--- config.mk ---
export PLATFORM = sky130hd
export DESIGN_NAME = atc_ctrl_flat
export DESIGN_NICKNAME = d
export VERILOG_FILES = /design/src/rtl/core/atc_pkg.sv /design/src/rtl/core/atc_if.sv /design/src/rtl/core/atc_ctrl.sv /design/src/flat_wrapper.sv
export SDC_FILE = /design/constraint.sdc
export NUM_CORES = 2
export LEC_CHECK = 0
export BUFFER_PORTS_ARGS = -buffer_cell sky130_fd_sc_hd__buf_2
export CORE_MARGIN = 5
export CORE_UTILIZATION = 55
export DETAILED_ROUTE_END_ITERATION = 8
export PLACE_DENSITY = 0.72
export SLEW_MARGIN = 30
export SYNTH_ARGS = -nofsm -noshare
export SYNTH_HDL_FRONTEND = slang
export SYNTH_SLANG_ARGS = --single-unit
--- constraint.sdc ---
create_clock -name clk -period 12.8 [get_ports clk]
set_input_delay 1.28 -clock clk [delete_from_list [all_inputs] [get_ports clk]]
set_output_delay 1.28 -clock clk [all_outputs]
set_load 0.02 [all_outputs]
--- src/rtl/core/atc_pkg.sv ---
`default_nettype none
// ----------------------------------------------------------------------------
// atc_pkg
// Shared types, field widths, codes and character constants of the ANSI
// text terminal core.
// ----------------------------------------------------------------------------
package atc_pkg;

	// default geometry and sequence limits
	localparam int MAX_COLS_DEF = 512;
	localparam int MAX_ROWS_DEF = 200;
	localparam int SEQ_MAX_DEF  = 31;

	// field widths
	localparam int ACT_W   = 2;
	localparam int BYTE_W  = 8;
	localparam int RIDX_W  = 8;
	localparam int CIDX_W  = 9;
	localparam int ROW_W   = 8;
	localparam int COL_W   = 10;
	localparam int CFG_W   = 10;
	localparam int CFGI_W  = 1;
	localparam int PARAM_W = 16;

	// configuration register indexes
	localparam logic [CFGI_W-1:0] REG_WIDTH  = 1'b0;
	localparam logic [CFGI_W-1:0] REG_HEIGHT = 1'b1;

	// configuration limits
	localparam int MIN_W = 10;
	localparam int MIN_H = 5;

	// item actions
	localparam logic [ACT_W-1:0] ACT_FEED  = 2'd0;
	localparam logic [ACT_W-1:0] ACT_CELL  = 2'd1;
	localparam logic [ACT_W-1:0] ACT_DIRTY = 2'd2;
	localparam logic [ACT_W-1:0] ACT_ACK   = 2'd3;

	// characters
	localparam logic [BYTE_W-1:0] CH_NUL   = 8'h00;
	localparam logic [BYTE_W-1:0] CH_BS    = 8'h08;
	localparam logic [BYTE_W-1:0] CH_TAB   = 8'h09;
	localparam logic [BYTE_W-1:0] CH_LF    = 8'h0a;
	localparam logic [BYTE_W-1:0] CH_CR    = 8'h0d;
	localparam logic [BYTE_W-1:0] CH_ESC   = 8'h1b;
	localparam logic [BYTE_W-1:0] CH_SPACE = 8'h20;
	localparam logic [BYTE_W-1:0] CH_ZERO  = 8'h30;
	localparam logic [BYTE_W-1:0] CH_NINE  = 8'h39;
	localparam logic [BYTE_W-1:0] CH_SEMI  = 8'h3b;
	localparam logic [BYTE_W-1:0] CH_QM    = 8'h3f;
	localparam logic [BYTE_W-1:0] CH_LBR   = 8'h5b;
	localparam logic [BYTE_W-1:0] FIN_LO   = 8'h40;
	localparam logic [BYTE_W-1:0] FIN_HI   = 8'h7e;
	localparam logic [BYTE_W-1:0] FIN_CUP  = 8'h48;
	localparam logic [BYTE_W-1:0] FIN_ED   = 8'h4a;
	localparam logic [BYTE_W-1:0] FIN_EL   = 8'h4b;
	localparam logic [BYTE_W-1:0] FIN_SET  = 8'h68;
	localparam logic [BYTE_W-1:0] FIN_RST  = 8'h6c;

	localparam logic [PARAM_W-1:0] ALT_SCREEN_MODE = 16'd1049;
	localparam logic [PARAM_W-1:0] PARAM_SAT       = 16'hffff;

	// sequencer states
	typedef enum logic [2:0] {
		ST_INIT,
		ST_IDLE,
		ST_MUL,
		ST_EXEC,
		ST_READ,
		ST_WALK,
		ST_DONE
	} state_t;

	// byte parser modes
	typedef enum logic [1:0] {
		PM_TEXT,
		PM_ESC,
		PM_SEQ
	} pmode_t;

	// memory port controls from the sequencer
	typedef struct packed {
		logic              rd_en;
		logic              rd_alt;
		logic              we_main;
		logic              we_alt;
		logic              wr_copy;
		logic [BYTE_W-1:0] wr_byte;
	} mem_ctl_t;

	// one result item
	typedef struct packed {
		logic [ROW_W-1:0]  cursor_row;
		logic [COL_W-1:0]  cursor_col;
		logic              alt_active;
		logic              full_redraw;
		logic [BYTE_W-1:0] cell_char;
		logic              row_dirty;
	} result_t;

endpackage
`default_nettype wire

--- src/rtl/core/atc_if.sv ---
`default_nettype none
// ----------------------------------------------------------------------------
// atc_if
// Valid/ready channels of the terminal core: input items and result items.
// ----------------------------------------------------------------------------
interface atc_item_if import atc_pkg::*; ();
	logic              valid;
	logic              ready;
	logic [ACT_W-1:0]  action;
	logic [BYTE_W-1:0] data_byte;
	logic [RIDX_W-1:0] row_index;
	logic [CIDX_W-1:0] col_index;

	modport source (output valid, action, data_byte, row_index, col_index, input ready);
	modport sink   (input valid, action, data_byte, row_index, col_index, output ready);
endinterface

`default_nettype wire

--- src/rtl/core/atc_ctrl.sv ---
`default_nettype none
// ----------------------------------------------------------------------------
// atc_ctrl
// Item sequencer: byte parser, cursor and mode registers, row dirty marks,
// and the screen memory writes and walks for scroll, clear and line erase.
// ----------------------------------------------------------------------------
module atc_ctrl import atc_pkg::*; #(
	parameter int MAX_COLS = MAX_COLS_DEF,
	parameter int MAX_ROWS = MAX_ROWS_DEF,
	parameter int SEQ_MAX  = SEQ_MAX_DEF,
	localparam int DEPTH   = MAX_COLS * MAX_ROWS,
	localparam int AW      = $clog2(DEPTH),
	localparam int EW      = $clog2(MAX_COLS + 1),
	localparam int HW      = $clog2(MAX_ROWS + 1)
) (
	input  logic              clk,
	input  logic              arst_n,
	input  logic [EW-1:0]     eff_w,
	input  logic [HW-1:0]     eff_h,
	atc_item_if.sink          item_in,
	output logic              res_load,
	output result_t           res,
	input  logic              slot_free,
	output mem_ctl_t          mem,
	output logic [AW-1:0]     rd_addr,
	output logic [AW-1:0]     wr_addr,
	input  logic [BYTE_W-1:0] rd_data
);
	localparam int CW  = AW + 1;
	localparam int RW  = (MAX_ROWS > 1) ? $clog2(MAX_ROWS) : 1;
	localparam int SLW = $clog2(SEQ_MAX + 1);

	state_t state_q, state_n;

	// latched item
	logic [ACT_W-1:0]  act_q;
	logic [BYTE_W-1:0] byte_q;
	logic [RIDX_W-1:0] ridx_q;
	logic [CIDX_W-1:0] cidx_q;

	// terminal state
	logic [ROW_W-1:0]   cur_row_q, sav_row_q;
	logic [COL_W-1:0]   cur_col_q, sav_col_q;
	logic               use_alt_q, needs_full_q;
	logic [MAX_ROWS-1:0] dirty_q;
	pmode_t             pmode_q;
	logic [SLW-1:0]     seq_len_q;
	logic               priv_q;
	logic [1:0]         field_q;
	logic [PARAM_W-1:0] fv_q, sv_q;
	logic               fs_q, ss_q;

	// address arithmetic
	logic [CW-1:0] mul_q, wh_q, lastrow_q;
	logic [ROW_W-1:0] mul_row;

	// memory walk
	logic [CW-1:0] walk_cnt_q, walk_end_q, copy_end_q, init_cnt_q;

	// pending write, issued in the cycle after its read
	logic              pend_v_s1, pend_copy_s1, pend_alt_s1;
	logic [AW-1:0]     pend_addr_s1;
	logic [BYTE_W-1:0] pend_byte_s1;

	logic [BYTE_W-1:0] cell_q;
	logic              rdirty_q;

	// parser next values
	logic [ROW_W-1:0]   nx_row, nx_srow;
	logic [COL_W-1:0]   nx_col, nx_scol;
	logic               nx_alt, nx_full, nx_priv, nx_fs, nx_ss;
	pmode_t             nx_pmode;
	logic [SLW-1:0]     nx_slen;
	logic [1:0]         nx_field;
	logic [PARAM_W-1:0] nx_fv, nx_sv;
	logic               do_scroll, do_clear, do_kline, do_wr, do_dcur;
	logic [PARAM_W-1:0] p0, p1, acc_src, acc_sat, hr, hc;
	logic [19:0]        acc_n;
	logic [10:0]        col_inc, tab_col, w11;
	logic               row_ok, col_ok, row_down, exec_feed, cell_ok;
	logic               walk_go, walk_copy, walk_last;
	logic [CW-1:0]      w_begin, w_end, c_end, cur_addr;

	assign exec_feed = (state_q == ST_EXEC) && (act_q == ACT_FEED);
	assign cell_ok   = (32'(ridx_q) < 32'(eff_h)) && (32'(cidx_q) < 32'(eff_w));
	assign row_ok    = (cur_row_q != '0) && (32'(cur_row_q) <= 32'(eff_h));
	assign col_ok    = (cur_col_q != '0) && (32'(cur_col_q) <= 32'(eff_w));
	assign row_down  = 32'(cur_row_q) < 32'(eff_h);
	assign w11       = 11'(eff_w);
	assign p0        = fs_q ? fv_q : PARAM_W'(1);
	assign p1        = ss_q ? sv_q : PARAM_W'(1);
	assign col_inc   = 11'(cur_col_q) + 11'd1;
	assign tab_col   = ((11'(cur_col_q) + 11'd7) & ~11'd7) + 11'd1;
	assign acc_src   = (field_q == 2'd0) ? fv_q : sv_q;
	assign acc_n     = 20'(acc_src) * 20'd10 + 20'(byte_q - CH_ZERO);
	assign acc_sat   = (acc_n > 20'(PARAM_SAT)) ? PARAM_SAT : acc_n[PARAM_W-1:0];
	assign hr        = (seq_len_q == '0) ? PARAM_W'(1) : p0;
	assign hc        = (seq_len_q == '0) ? PARAM_W'(1) : p1;
	assign cur_addr  = mul_q + CW'(cur_col_q) - CW'(1);

	// byte parser and cursor motion
	always_comb begin
		nx_row = cur_row_q;  nx_col = cur_col_q;
		nx_srow = sav_row_q; nx_scol = sav_col_q;
		nx_alt = use_alt_q;  nx_full = needs_full_q;
		nx_pmode = pmode_q;  nx_slen = seq_len_q; nx_priv = priv_q;
		nx_field = field_q;  nx_fv = fv_q; nx_fs = fs_q; nx_sv = sv_q; nx_ss = ss_q;
		do_scroll = 1'b0; do_clear = 1'b0; do_kline = 1'b0;
		do_wr = 1'b0; do_dcur = 1'b0;
		unique case (pmode_q)
			PM_TEXT: begin
				if (byte_q == CH_ESC) begin
					nx_pmode = PM_ESC;
				end else begin
					case (byte_q)
						CH_LF: begin
							if (row_down) nx_row = cur_row_q + ROW_W'(1);
							else do_scroll = 1'b1;
							nx_col = COL_W'(1);
						end
						CH_CR: nx_col = COL_W'(1);
						CH_BS: if (cur_col_q > COL_W'(1)) nx_col = cur_col_q - COL_W'(1);
						CH_TAB: nx_col = (tab_col > w11) ? COL_W'(eff_w) : COL_W'(tab_col);
						CH_NUL: ;
						default: begin
							do_wr = row_ok && col_ok;
							do_dcur = row_ok && col_ok;
							if (col_inc > w11) begin
								nx_col = COL_W'(1);
								if (row_down) nx_row = cur_row_q + ROW_W'(1);
								else do_scroll = 1'b1;
							end else begin
								nx_col = COL_W'(col_inc);
							end
						end
					endcase
				end
			end
			PM_ESC: begin
				if (byte_q == CH_LBR) begin
					nx_pmode = PM_SEQ; nx_slen = '0; nx_priv = 1'b0; nx_field = 2'd0;
					nx_fv = '0; nx_fs = 1'b0; nx_sv = '0; nx_ss = 1'b0;
				end else begin
					nx_pmode = PM_TEXT;
				end
			end
			PM_SEQ: begin
				if (byte_q >= FIN_LO && byte_q <= FIN_HI) begin
					nx_pmode = PM_TEXT;
					if (priv_q) begin
						if (p0 == ALT_SCREEN_MODE && byte_q == FIN_SET) begin
							nx_alt = 1'b1; nx_srow = cur_row_q; nx_scol = cur_col_q;
							nx_row = ROW_W'(1); nx_col = COL_W'(1);
							do_clear = 1'b1; nx_full = 1'b1;
						end else if (p0 == ALT_SCREEN_MODE && byte_q == FIN_RST) begin
							nx_alt = 1'b0; nx_row = sav_row_q; nx_col = sav_col_q;
							nx_full = 1'b1;
						end
					end else if (byte_q == FIN_CUP) begin
						if (hr == '0) nx_row = ROW_W'(1);
						else if (32'(hr) > 32'(eff_h)) nx_row = ROW_W'(eff_h);
						else nx_row = ROW_W'(hr);
						if (hc == '0) nx_col = COL_W'(1);
						else if (32'(hc) > 32'(eff_w)) nx_col = COL_W'(eff_w);
						else nx_col = COL_W'(hc);
					end else if (byte_q == FIN_ED) begin
						do_clear = (p0 == PARAM_W'(2));
					end else if (byte_q == FIN_EL) begin
						// erase to end of line; a cursor past the width clears nothing
						do_dcur = row_ok;
						do_kline = row_ok && col_ok;
					end
				end else if (byte_q == CH_QM) begin
					nx_priv = 1'b1;
				end else if (32'(seq_len_q) < SEQ_MAX) begin
					nx_slen = seq_len_q + SLW'(1);
					if (byte_q == CH_SEMI) begin
						if (field_q < 2'd2) nx_field = field_q + 2'd1;
					end else if (byte_q >= CH_ZERO && byte_q <= CH_NINE) begin
						if (field_q == 2'd0) begin
							nx_fv = acc_sat; nx_fs = 1'b1;
						end else if (field_q == 2'd1) begin
							nx_sv = acc_sat; nx_ss = 1'b1;
						end
					end
				end
			end
			default: ;
		endcase
	end

	// walk bounds
	assign walk_go = exec_feed && (do_scroll || do_clear || do_kline);
	assign w_begin = do_kline ? cur_addr : '0;
	assign w_end   = do_kline ? mul_q + CW'(eff_w) : wh_q;
	assign c_end   = do_scroll ? lastrow_q : '0;
	assign walk_copy = walk_cnt_q < copy_end_q;
	assign walk_last = (walk_cnt_q + CW'(1)) == walk_end_q;
	assign mul_row = (act_q == ACT_CELL) ? ridx_q : cur_row_q - ROW_W'(1);

	// next state and port controls
	always_comb begin
		state_n      = state_q;
		item_in.ready = 1'b0;
		res_load     = 1'b0;
		mem.rd_en    = 1'b0;
		mem.rd_alt   = use_alt_q;
		mem.we_main  = pend_v_s1 && !pend_alt_s1;
		mem.we_alt   = pend_v_s1 && pend_alt_s1;
		mem.wr_copy  = pend_copy_s1;
		mem.wr_byte  = pend_byte_s1;
		wr_addr      = pend_addr_s1;
		rd_addr      = AW'(walk_cnt_q + CW'(eff_w));
		unique case (state_q)
			ST_INIT: begin
				mem.we_main = 1'b1; mem.we_alt = 1'b1; mem.wr_copy = 1'b0;
				mem.wr_byte = CH_SPACE;
				wr_addr = AW'(init_cnt_q);
				if (init_cnt_q == CW'(DEPTH - 1)) state_n = ST_IDLE;
			end
			ST_IDLE: begin
				item_in.ready = 1'b1;
				if (item_in.valid) state_n = ST_MUL;
			end
			ST_MUL: state_n = ST_EXEC;
			ST_EXEC: begin
				if (act_q == ACT_CELL && cell_ok) begin
					mem.rd_en = 1'b1;
					rd_addr = AW'(mul_q + CW'(cidx_q));
					state_n = ST_READ;
				end else if (walk_go) begin
					state_n = ST_WALK;
				end else begin
					state_n = ST_DONE;
				end
			end
			ST_READ: state_n = ST_DONE;
			ST_WALK: begin
				mem.rd_en = walk_copy;
				if (walk_last) state_n = ST_DONE;
			end
			ST_DONE: begin
				res_load = slot_free;
				if (slot_free) state_n = ST_IDLE;
			end
			default: state_n = ST_IDLE;
		endcase
	end

	assign res.cursor_row  = cur_row_q;
	assign res.cursor_col  = cur_col_q;
	assign res.alt_active  = use_alt_q;
	assign res.full_redraw = needs_full_q;
	assign res.cell_char   = cell_q;
	assign res.row_dirty   = rdirty_q;

	// state register
	always_ff @(posedge clk or negedge arst_n) begin
		if (!arst_n) begin
			state_q <= ST_INIT;
		end else begin
			state_q <= state_n;
		end
	end

	// latched item and address products
	always_ff @(posedge clk) begin
		if (item_in.ready && item_in.valid) begin
			act_q  <= item_in.action;
			byte_q <= item_in.data_byte;
			ridx_q <= item_in.row_index;
			cidx_q <= item_in.col_index;
		end
		if (state_q == ST_MUL) begin
			mul_q     <= CW'(mul_row * eff_w);
			wh_q      <= CW'(eff_h * eff_w);
			lastrow_q <= CW'((eff_h - HW'(1)) * eff_w);
		end
		if (state_q == ST_EXEC) begin
			cell_q <= (act_q == ACT_CELL) ? CH_SPACE : '0;
		end else if (state_q == ST_READ) begin
			cell_q <= rd_data;
		end
		if (walk_go) begin
			walk_cnt_q <= w_begin;
			walk_end_q <= w_end;
			copy_end_q <= c_end;
		end else if (state_q == ST_WALK) begin
			walk_cnt_q <= walk_cnt_q + CW'(1);
		end
		pend_addr_s1 <= (state_q == ST_WALK) ? AW'(walk_cnt_q) : AW'(cur_addr);
		pend_copy_s1 <= (state_q == ST_WALK) && walk_copy;
		pend_byte_s1 <= (state_q == ST_WALK) ? CH_SPACE : byte_q;
		pend_alt_s1  <= use_alt_q;
	end

	// terminal and parser state
	always_ff @(posedge clk or negedge arst_n) begin
		if (!arst_n) begin
			cur_row_q <= ROW_W'(1); cur_col_q <= COL_W'(1);
			sav_row_q <= ROW_W'(1); sav_col_q <= COL_W'(1);
			use_alt_q <= 1'b0; needs_full_q <= 1'b1;
			dirty_q <= '0; pmode_q <= PM_TEXT; seq_len_q <= '0; priv_q <= 1'b0;
			field_q <= 2'd0; fv_q <= '0; fs_q <= 1'b0; sv_q <= '0; ss_q <= 1'b0;
			init_cnt_q <= '0; pend_v_s1 <= 1'b0; rdirty_q <= 1'b0;
		end else begin
			if (state_q == ST_INIT) init_cnt_q <= init_cnt_q + CW'(1);
			pend_v_s1 <= (state_q == ST_WALK) || (exec_feed && do_wr);
			// dirty query result, taken before the mark is cleared
			if (state_q == ST_EXEC) begin
				rdirty_q <= (act_q == ACT_DIRTY) && (32'(ridx_q) < MAX_ROWS)
					&& dirty_q[RW'(ridx_q)];
			end
			if (exec_feed) begin
				cur_row_q <= nx_row; cur_col_q <= nx_col;
				sav_row_q <= nx_srow; sav_col_q <= nx_scol;
				use_alt_q <= nx_alt; needs_full_q <= nx_full;
				pmode_q <= nx_pmode; seq_len_q <= nx_slen; priv_q <= nx_priv;
				field_q <= nx_field; fv_q <= nx_fv; fs_q <= nx_fs;
				sv_q <= nx_sv; ss_q <= nx_ss;
				// a scroll or clear marks every row of the screen
				if (do_scroll || do_clear) begin
					for (int r = 0; r < MAX_ROWS; r++) begin
						if (r < 32'(eff_h)) dirty_q[r] <= 1'b1;
					end
				end else if (do_dcur) begin
					dirty_q[RW'(cur_row_q - ROW_W'(1))] <= 1'b1;
				end
			end else if (state_q == ST_EXEC && act_q == ACT_DIRTY) begin
				if (32'(ridx_q) < MAX_ROWS) dirty_q[RW'(ridx_q)] <= 1'b0;
			end else if (state_q == ST_EXEC && act_q == ACT_ACK) begin
				needs_full_q <= 1'b0;
				for (int r = 0; r < MAX_ROWS; r++) begin
					if (r < 32'(eff_h)) dirty_q[r] <= 1'b0;
				end
			end
		end
	end

	// checks
	a_pend_addr: assert property (@(posedge clk) disable iff (!arst_n)
		pend_v_s1 |-> 32'(pend_addr_s1) < DEPTH)
		else $error("screen write beyond the memory");
	a_cursor_nz: assert property (@(posedge clk) disable iff (!arst_n)
		(cur_row_q != '0) && (cur_col_q != '0))
		else $error("cursor at zero");
	a_alt_redraw: assert property (@(posedge clk) disable iff (!arst_n)
		$rose(use_alt_q) |-> needs_full_q)
		else $error("screen switch without full redraw");
	a_walk_bound: assert property (@(posedge clk) disable iff (!arst_n)
		(state_q == ST_WALK) |-> walk_cnt_q < walk_end_q)
		else $error("memory walk overran its end");
endmodule
`default_nettype wire

--- src/flat_wrapper.sv ---
// flat-port wrapper written by rule: the top's interface ports become plain ports
module atc_ctrl_flat import atc_pkg::*;
#(
	parameter int MAX_COLS = MAX_COLS_DEF,
	parameter int MAX_ROWS = MAX_ROWS_DEF,
	parameter int SEQ_MAX  = SEQ_MAX_DEF,
	localparam int DEPTH   = MAX_COLS * MAX_ROWS,
	localparam int AW      = $clog2(DEPTH),
	localparam int EW      = $clog2(MAX_COLS + 1),
	localparam int HW      = $clog2(MAX_ROWS + 1)
)
  (clk, arst_n, eff_w, eff_h, res_load, res, slot_free, mem, rd_addr, wr_addr, rd_data, item_in_valid, item_in_action, item_in_data_byte, item_in_row_index, item_in_col_index, item_in_ready);
  atc_item_if item_in_i ();
  input  logic clk;
  input  logic arst_n;
  input  logic [EW-1:0] eff_w;
  input  logic [HW-1:0] eff_h;
  output logic res_load;
  output result_t res;
  input  logic slot_free;
  output mem_ctl_t mem;
  output logic [AW-1:0] rd_addr;
  output logic [AW-1:0] wr_addr;
  input  logic [BYTE_W-1:0] rd_data;
  input wire logic [$bits(item_in_i.valid)-1:0] item_in_valid;
  input wire logic [$bits(item_in_i.action)-1:0] item_in_action;
  input wire logic [$bits(item_in_i.data_byte)-1:0] item_in_data_byte;
  input wire logic [$bits(item_in_i.row_index)-1:0] item_in_row_index;
  input wire logic [$bits(item_in_i.col_index)-1:0] item_in_col_index;
  output wire logic [$bits(item_in_i.ready)-1:0] item_in_ready;
  assign item_in_i.valid = item_in_valid;
  assign item_in_i.action = item_in_action;
  assign item_in_i.data_byte = item_in_data_byte;
  assign item_in_i.row_index = item_in_row_index;
  assign item_in_i.col_index = item_in_col_index;
  assign item_in_ready = item_in_i.ready;
  atc_ctrl #(.MAX_COLS(MAX_COLS), .MAX_ROWS(MAX_ROWS), .SEQ_MAX(SEQ_MAX)) u_core (.clk(clk), .arst_n(arst_n), .eff_w(eff_w), .eff_h(eff_h), .item_in(item_in_i), .res_load(res_load), .res(res), .slot_free(slot_free), .mem(mem), .rd_addr(rd_addr), .wr_addr(wr_addr), .rd_data(rd_data));
endmodule
-- Word-level counts from Yosys, hierarchy flattened
Index checks and enable logic that the tools add are counted.
Widths: inputs -> output; s select.
- $lt $le $gt $ge: 223
- eq/ne operators: 261
- multiply operators: 4
- mux-type cells: 554
- add/sub/neg operators: 18
- bitwise logic cells: 3
- reductions and logical operators: 459
- operators with widths (cell ; number):
    $mux 200 ; 6
    $reduce_and 5->1 ; 203
    $reduce_bool 3->1 ; 202
    $ne 3x3->1 const B ; 201
    $lt 8x8->1 const A ; 72
    $lt 7x8->1 const A ; 64
    $mux 1 ; 456
    $mux 16 ; 20
    $lt 6x8->1 const A ; 32
    $and 200x200->200 ; 1
    $not 200->200 ; 1
    $or 200x200->200 ; 1
    $lt 5x8->1 const A ; 16
    $mux 10 ; 11
    $mux 8 ; 13
    $mux 18 ; 4
    $mux 17 ; 4
    $lt 4x8->1 const A ; 8
    $pmux 16 s2 ; 2
    $eq 8x7->1 const B ; 6
    $pmux 10 s4 ; 1
    $add 18x1->18 const B ; 2
    $add 18x10->18 ; 2
    $mul 8x10->18 ; 2
    other kinds (88) ; 192
- bits in registers: 475
- output and inout bits: 78

-- Logic depth before layout (Yosys ltp)
- depth in word-level cells: 14
- gate-level depth with buffers: 29
- depth with buffers taken out: 27

-- Least setup slack after synthesis
No wires, ideal clock.
- path kind: input port to flip-flop
- start: in eff_h[1]
- end: reg u_core.lastrow_q[16] (data pin)
- setup time: 0.258 ns
- buffers on the path: 1
- arrival time: 6.928 ns
- setup slack: 5.615 ns
- cell stages on the path: 22
- cells stage by stage: inv_1 -> clkbuf_1 -> ha_1 -> nand2_1 -> xnor2_1 -> nand2_1 -> fa_1 -> inv_1 -> fa_1 -> fa_1 -> fa_1 -> inv_1 -> fa_1 -> inv_1 -> ha_1 -> and2_1 -> o21a_1 -> a41o_1 -> o41a_1 -> a21o_1 -> a21oi_1 -> xnor2_1
- word-level cells in the longest chain between the ends: 2
- RTL lines (element ; RTL line ; source):
    from (decl) ; flat_wrapper.sv:17 ; input logic [HW-1:0] eff_h;
    $sub 8x1->9 ; atc_ctrl.sv:277 ; lastrow_q <= CW'((eff_h - HW'(1)) * eff_w);
    $mul 18x10->18 ; atc_ctrl.sv:277 ;
    to (signal assigned) ; atc_ctrl.sv:277 ;
    to (decl) ; atc_ctrl.sv:54 ; logic [CW-1:0] mul_q, wh_q, lastrow_q;
No other way between the ends.
A chain may end at the register's enable or synchronous reset.

-- Worst setup path in the final report
- start: in eff_h[3]
- end: reg u_core.lastrow_q[16] (data pin)
Same word-level chain as after synthesis.

==> impl_metrics.yaml <==
outcome:
  status: "finished, final reports clean"
route:
  postRouteWirelength_um: 161000
  antenna_left: 0
  drc: 0
  via_count: 41200
  via_per_inst: 6.81
  drt-pass1-iter-count: 7
  wl_per_cell_um: 26.6
  drtIter0Drc: 5742
logic_synthesis:
  ys_seq_elements: 475
  synth_cell_type_count: 96
  yosys-top-cells-area: "dfrtp_1, edfxtp_1, ha_1"
  synth_nets: 5548
  syn_inst: 4987
  synth_warnings: 0
  synthFlopType: "dfrtp_1"
  syn_area_per_cell_sq_um: 8.71
  netlist_area_sq_um: 43500
  synth_top_area_share_pct: 17.3
  post-synth-top-area-cell: "dfrtp_1"
  async_reset_ff_share_pct: 64.2
  seq_area_frac_synth_pct: 28.7
  post-synth-top-count-cell: "nand2_1"
  synthTopCellsByCount: "nand2_1, a21oi_1, inv_1"
  synth_edf_count: 143
clock_network:
  clock_latency_ns: 0.66
  cts_max_level: 2
  cts.clk_slew.worst_paths_ns: 0.07
  numCtsBuffers: 56
  cts_root_buf: "clkbuf_16"
  post-cts-setup-buffers: 0
  clk_path_buf_depth: 3
  cts_tree: "built"
  cts_resized: 0
  ctsHoldBuffers: 0
  cts_sinks: 475
grt:
  grt_pass1_wl_um: 240000
  grt-ovfl-total: 0
  grt_max_degree: 121
  grt_pass1_vias: 39200
  antenna_found_initial: 15
  grt_use_total_pct: 36.3
finish:
  final_nets: 5506
  design_area_sq_um: 46900
  drive_above_1_share_pct: 10.1
  synthToLayoutAreaGrowth_pct: 7.93
  final_cells: 6048
  utilization_pct: 59.7
die:
  die_h_um: 291
  die_w_um: 291
  rows: 103
  dieArea_sq_um: 84700
  start_util_pct: 55.3
  io_pins: 135
  core_area_sq_um: 78600
timing:
  slew_headroom_pct: 21.9
  setup-tns-final_ns: 0
  hold_viol_final: 0
  worstMarginPinSlew_ns: 1.16
  min_period_ns: 8.82
  rsz0062_at_grt: "no"
  slew_viol_final: 0
  max_clock_freq_mhz: 113
  skew_ns: 0.0691
  period_share_pct: 68.9
  setup_viol: 0
worst_setup_path:
  critPathLaunchType: "input port"
  worstPathArrival_ns: 9.19
  critPathMaxStageDelay_ns: 0.81
  cp-end-kind: "register"
  crit_fanout: 31
  path_buf_inv: 6
  cp_common_cell: "fa_1"
  critical_path_class: "input port to register"
  crit_family: "adder cells"
  slowest_stage: "inv_1"
  required_ns: 13.17
  crit_chain: "buf_2 > buf_4 > inv_1 > nand2_1 > nor2_1 > nand2_1 > xnor2_1 > nand2_1 > fa_1 > inv_1 > fa_1 > fa_1 > fa_1 > inv_1 > fa_1 > inv_1 > ha_1 > and2_1 > o21a_1 > a41o_1 > o41a_1 > a21o_1 > a21oi_1 > xnor2_1"
placed_design:
  gp_congestion: 1.05
  placed_area_sq_um: 45000
  io_buffers: 134
  hpwl_um: 111000
  dp_cells: 5936
power_and_ir_drop:
  cellLeakagePower_nw: 21.0
  powerDensity_nw_per_um2: 187
  ir_drop_uv: 147
job:
  drv_cap: 0
min_path:
  hold_path_class: "register to register"
stage by stage:
stage               power (mW)  hold WS (ns)  setup WS (ns)
floorplan                 5.64         0.384           5.61
global placement          6.93         0.433           3.84
detailed placement        7.03         0.441           3.61
CTS                       8.68         0.455           4.25
global route              9.37         0.479           3.78
finish                    8.79         0.461           3.98
routing by layer:
metal | global-route usage (%) | share of wire (%) | vias to the layer above
li1 | - | - | 17800
met1 | 48.6 | 38 | 19800
met2 | 52.2 | 41 | 2909
met3 | 14.7 | 15 | 692
met4 | 15.6 | 5.8 | 18
met5 | 0.454 | 0.11 | -
flip-flops by register name, summed over array words and instances, names as in the netlist, 17 cells and up:
register / count
u_core.dirty_q: 200
u_core.copy_end_q: 18
u_core.init_cnt_q: 18
u_core.lastrow_q: 18
u_core.mul_q: 18
u_core.walk_cnt_q: 18
u_core.walk_end_q: 18
u_core.wh_q: 18
u_core.pend_addr_s1: 17
cell families after synthesis:
kind of cell | after synthesis | synth area share [%]
compound gates | 1511 | 22.0
simple gates | 1424 | 15.3
buf+inv | 696 | 6.33
fa+ha+maj | 504 | 17.6
flops | 475 | 28.7
xor+xnor | 227 | 4.57
mux | 150 | 5.44
power by group:
part	switching [mW]	internal (mW)
Clock	0.715	0.921
Sequential	0.251	1.93
Combinational	3.15	1.82
Total	4.12	4.67
placed cells by master (no fill, tap or decap), types with 70 or more instances in the layout:
cell | synthesis | layout
dfrtp_1 | 300 | 300
fa_1 | 180 | 180
xor2_1 | 87 | 87
nand3_1 | 103 | 103
nor3_1 | 86 | 78
buf_2 | 51 | 133
buf_4 | 10 | 78
o21ai_0 | 298 | 295
ha_1 | 324 | 322
a31oi_1 | 70 | 70
inv_1 | 371 | 370
nand2_1 | 492 | 492
a21oi_1 | 481 | 474
and2_1 | 114 | 114
nor2_1 | 352 | 334
xnor2_1 | 140 | 139
edfxtp_1 | 143 | 143
a211oi_1 | 111 | 111
o31ai_1 | 177 | 177
path summary, 6_finish.rpt:
kind,from,to,slack (ns),cells after the start
hold / removal,u_core.use_alt_q,u_core.pend_alt_s1,0.46,0
setup reg to reg,u_core.cur_row_q[0],u_core.mul_q[17],4.91,22
hold reg to reg,u_core.use_alt_q,u_core.pend_alt_s1,0.46,0
setup / recovery,eff_h[3],u_core.lastrow_q[16],3.98,24
max in group asynchronous,arst_n,u_core.sav_col_q[8],10.52,3
min in group asynchronous,arst_n,u_core.dirty_q[8],0.50,1
final cells by class:
cell class	instances	area, sq um
fill	6900	31700
multi-input combinational	3816	28500
sequential	475	12500
clock buffer	79	1610
inverter	379	1420
timing repair buffer	217	1350
tap	1050	1310
clock inverter	26	238
antenna	6	15.0
worst reg2reg max path, delay by kind of cell, from the launching register on:
kind                     cells  cell delay [ns]
adder cells (fa/ha/maj)      6             2.73
AO/OA/AOI/OAI                8             1.98
AND/OR/NAND/NOR              4             1.16
XOR/XNOR                     1             0.85
flip-flops                   1             0.65
buffers and inverters        3             0.26
No activity file was read; power rests on OpenSTA's default activity.
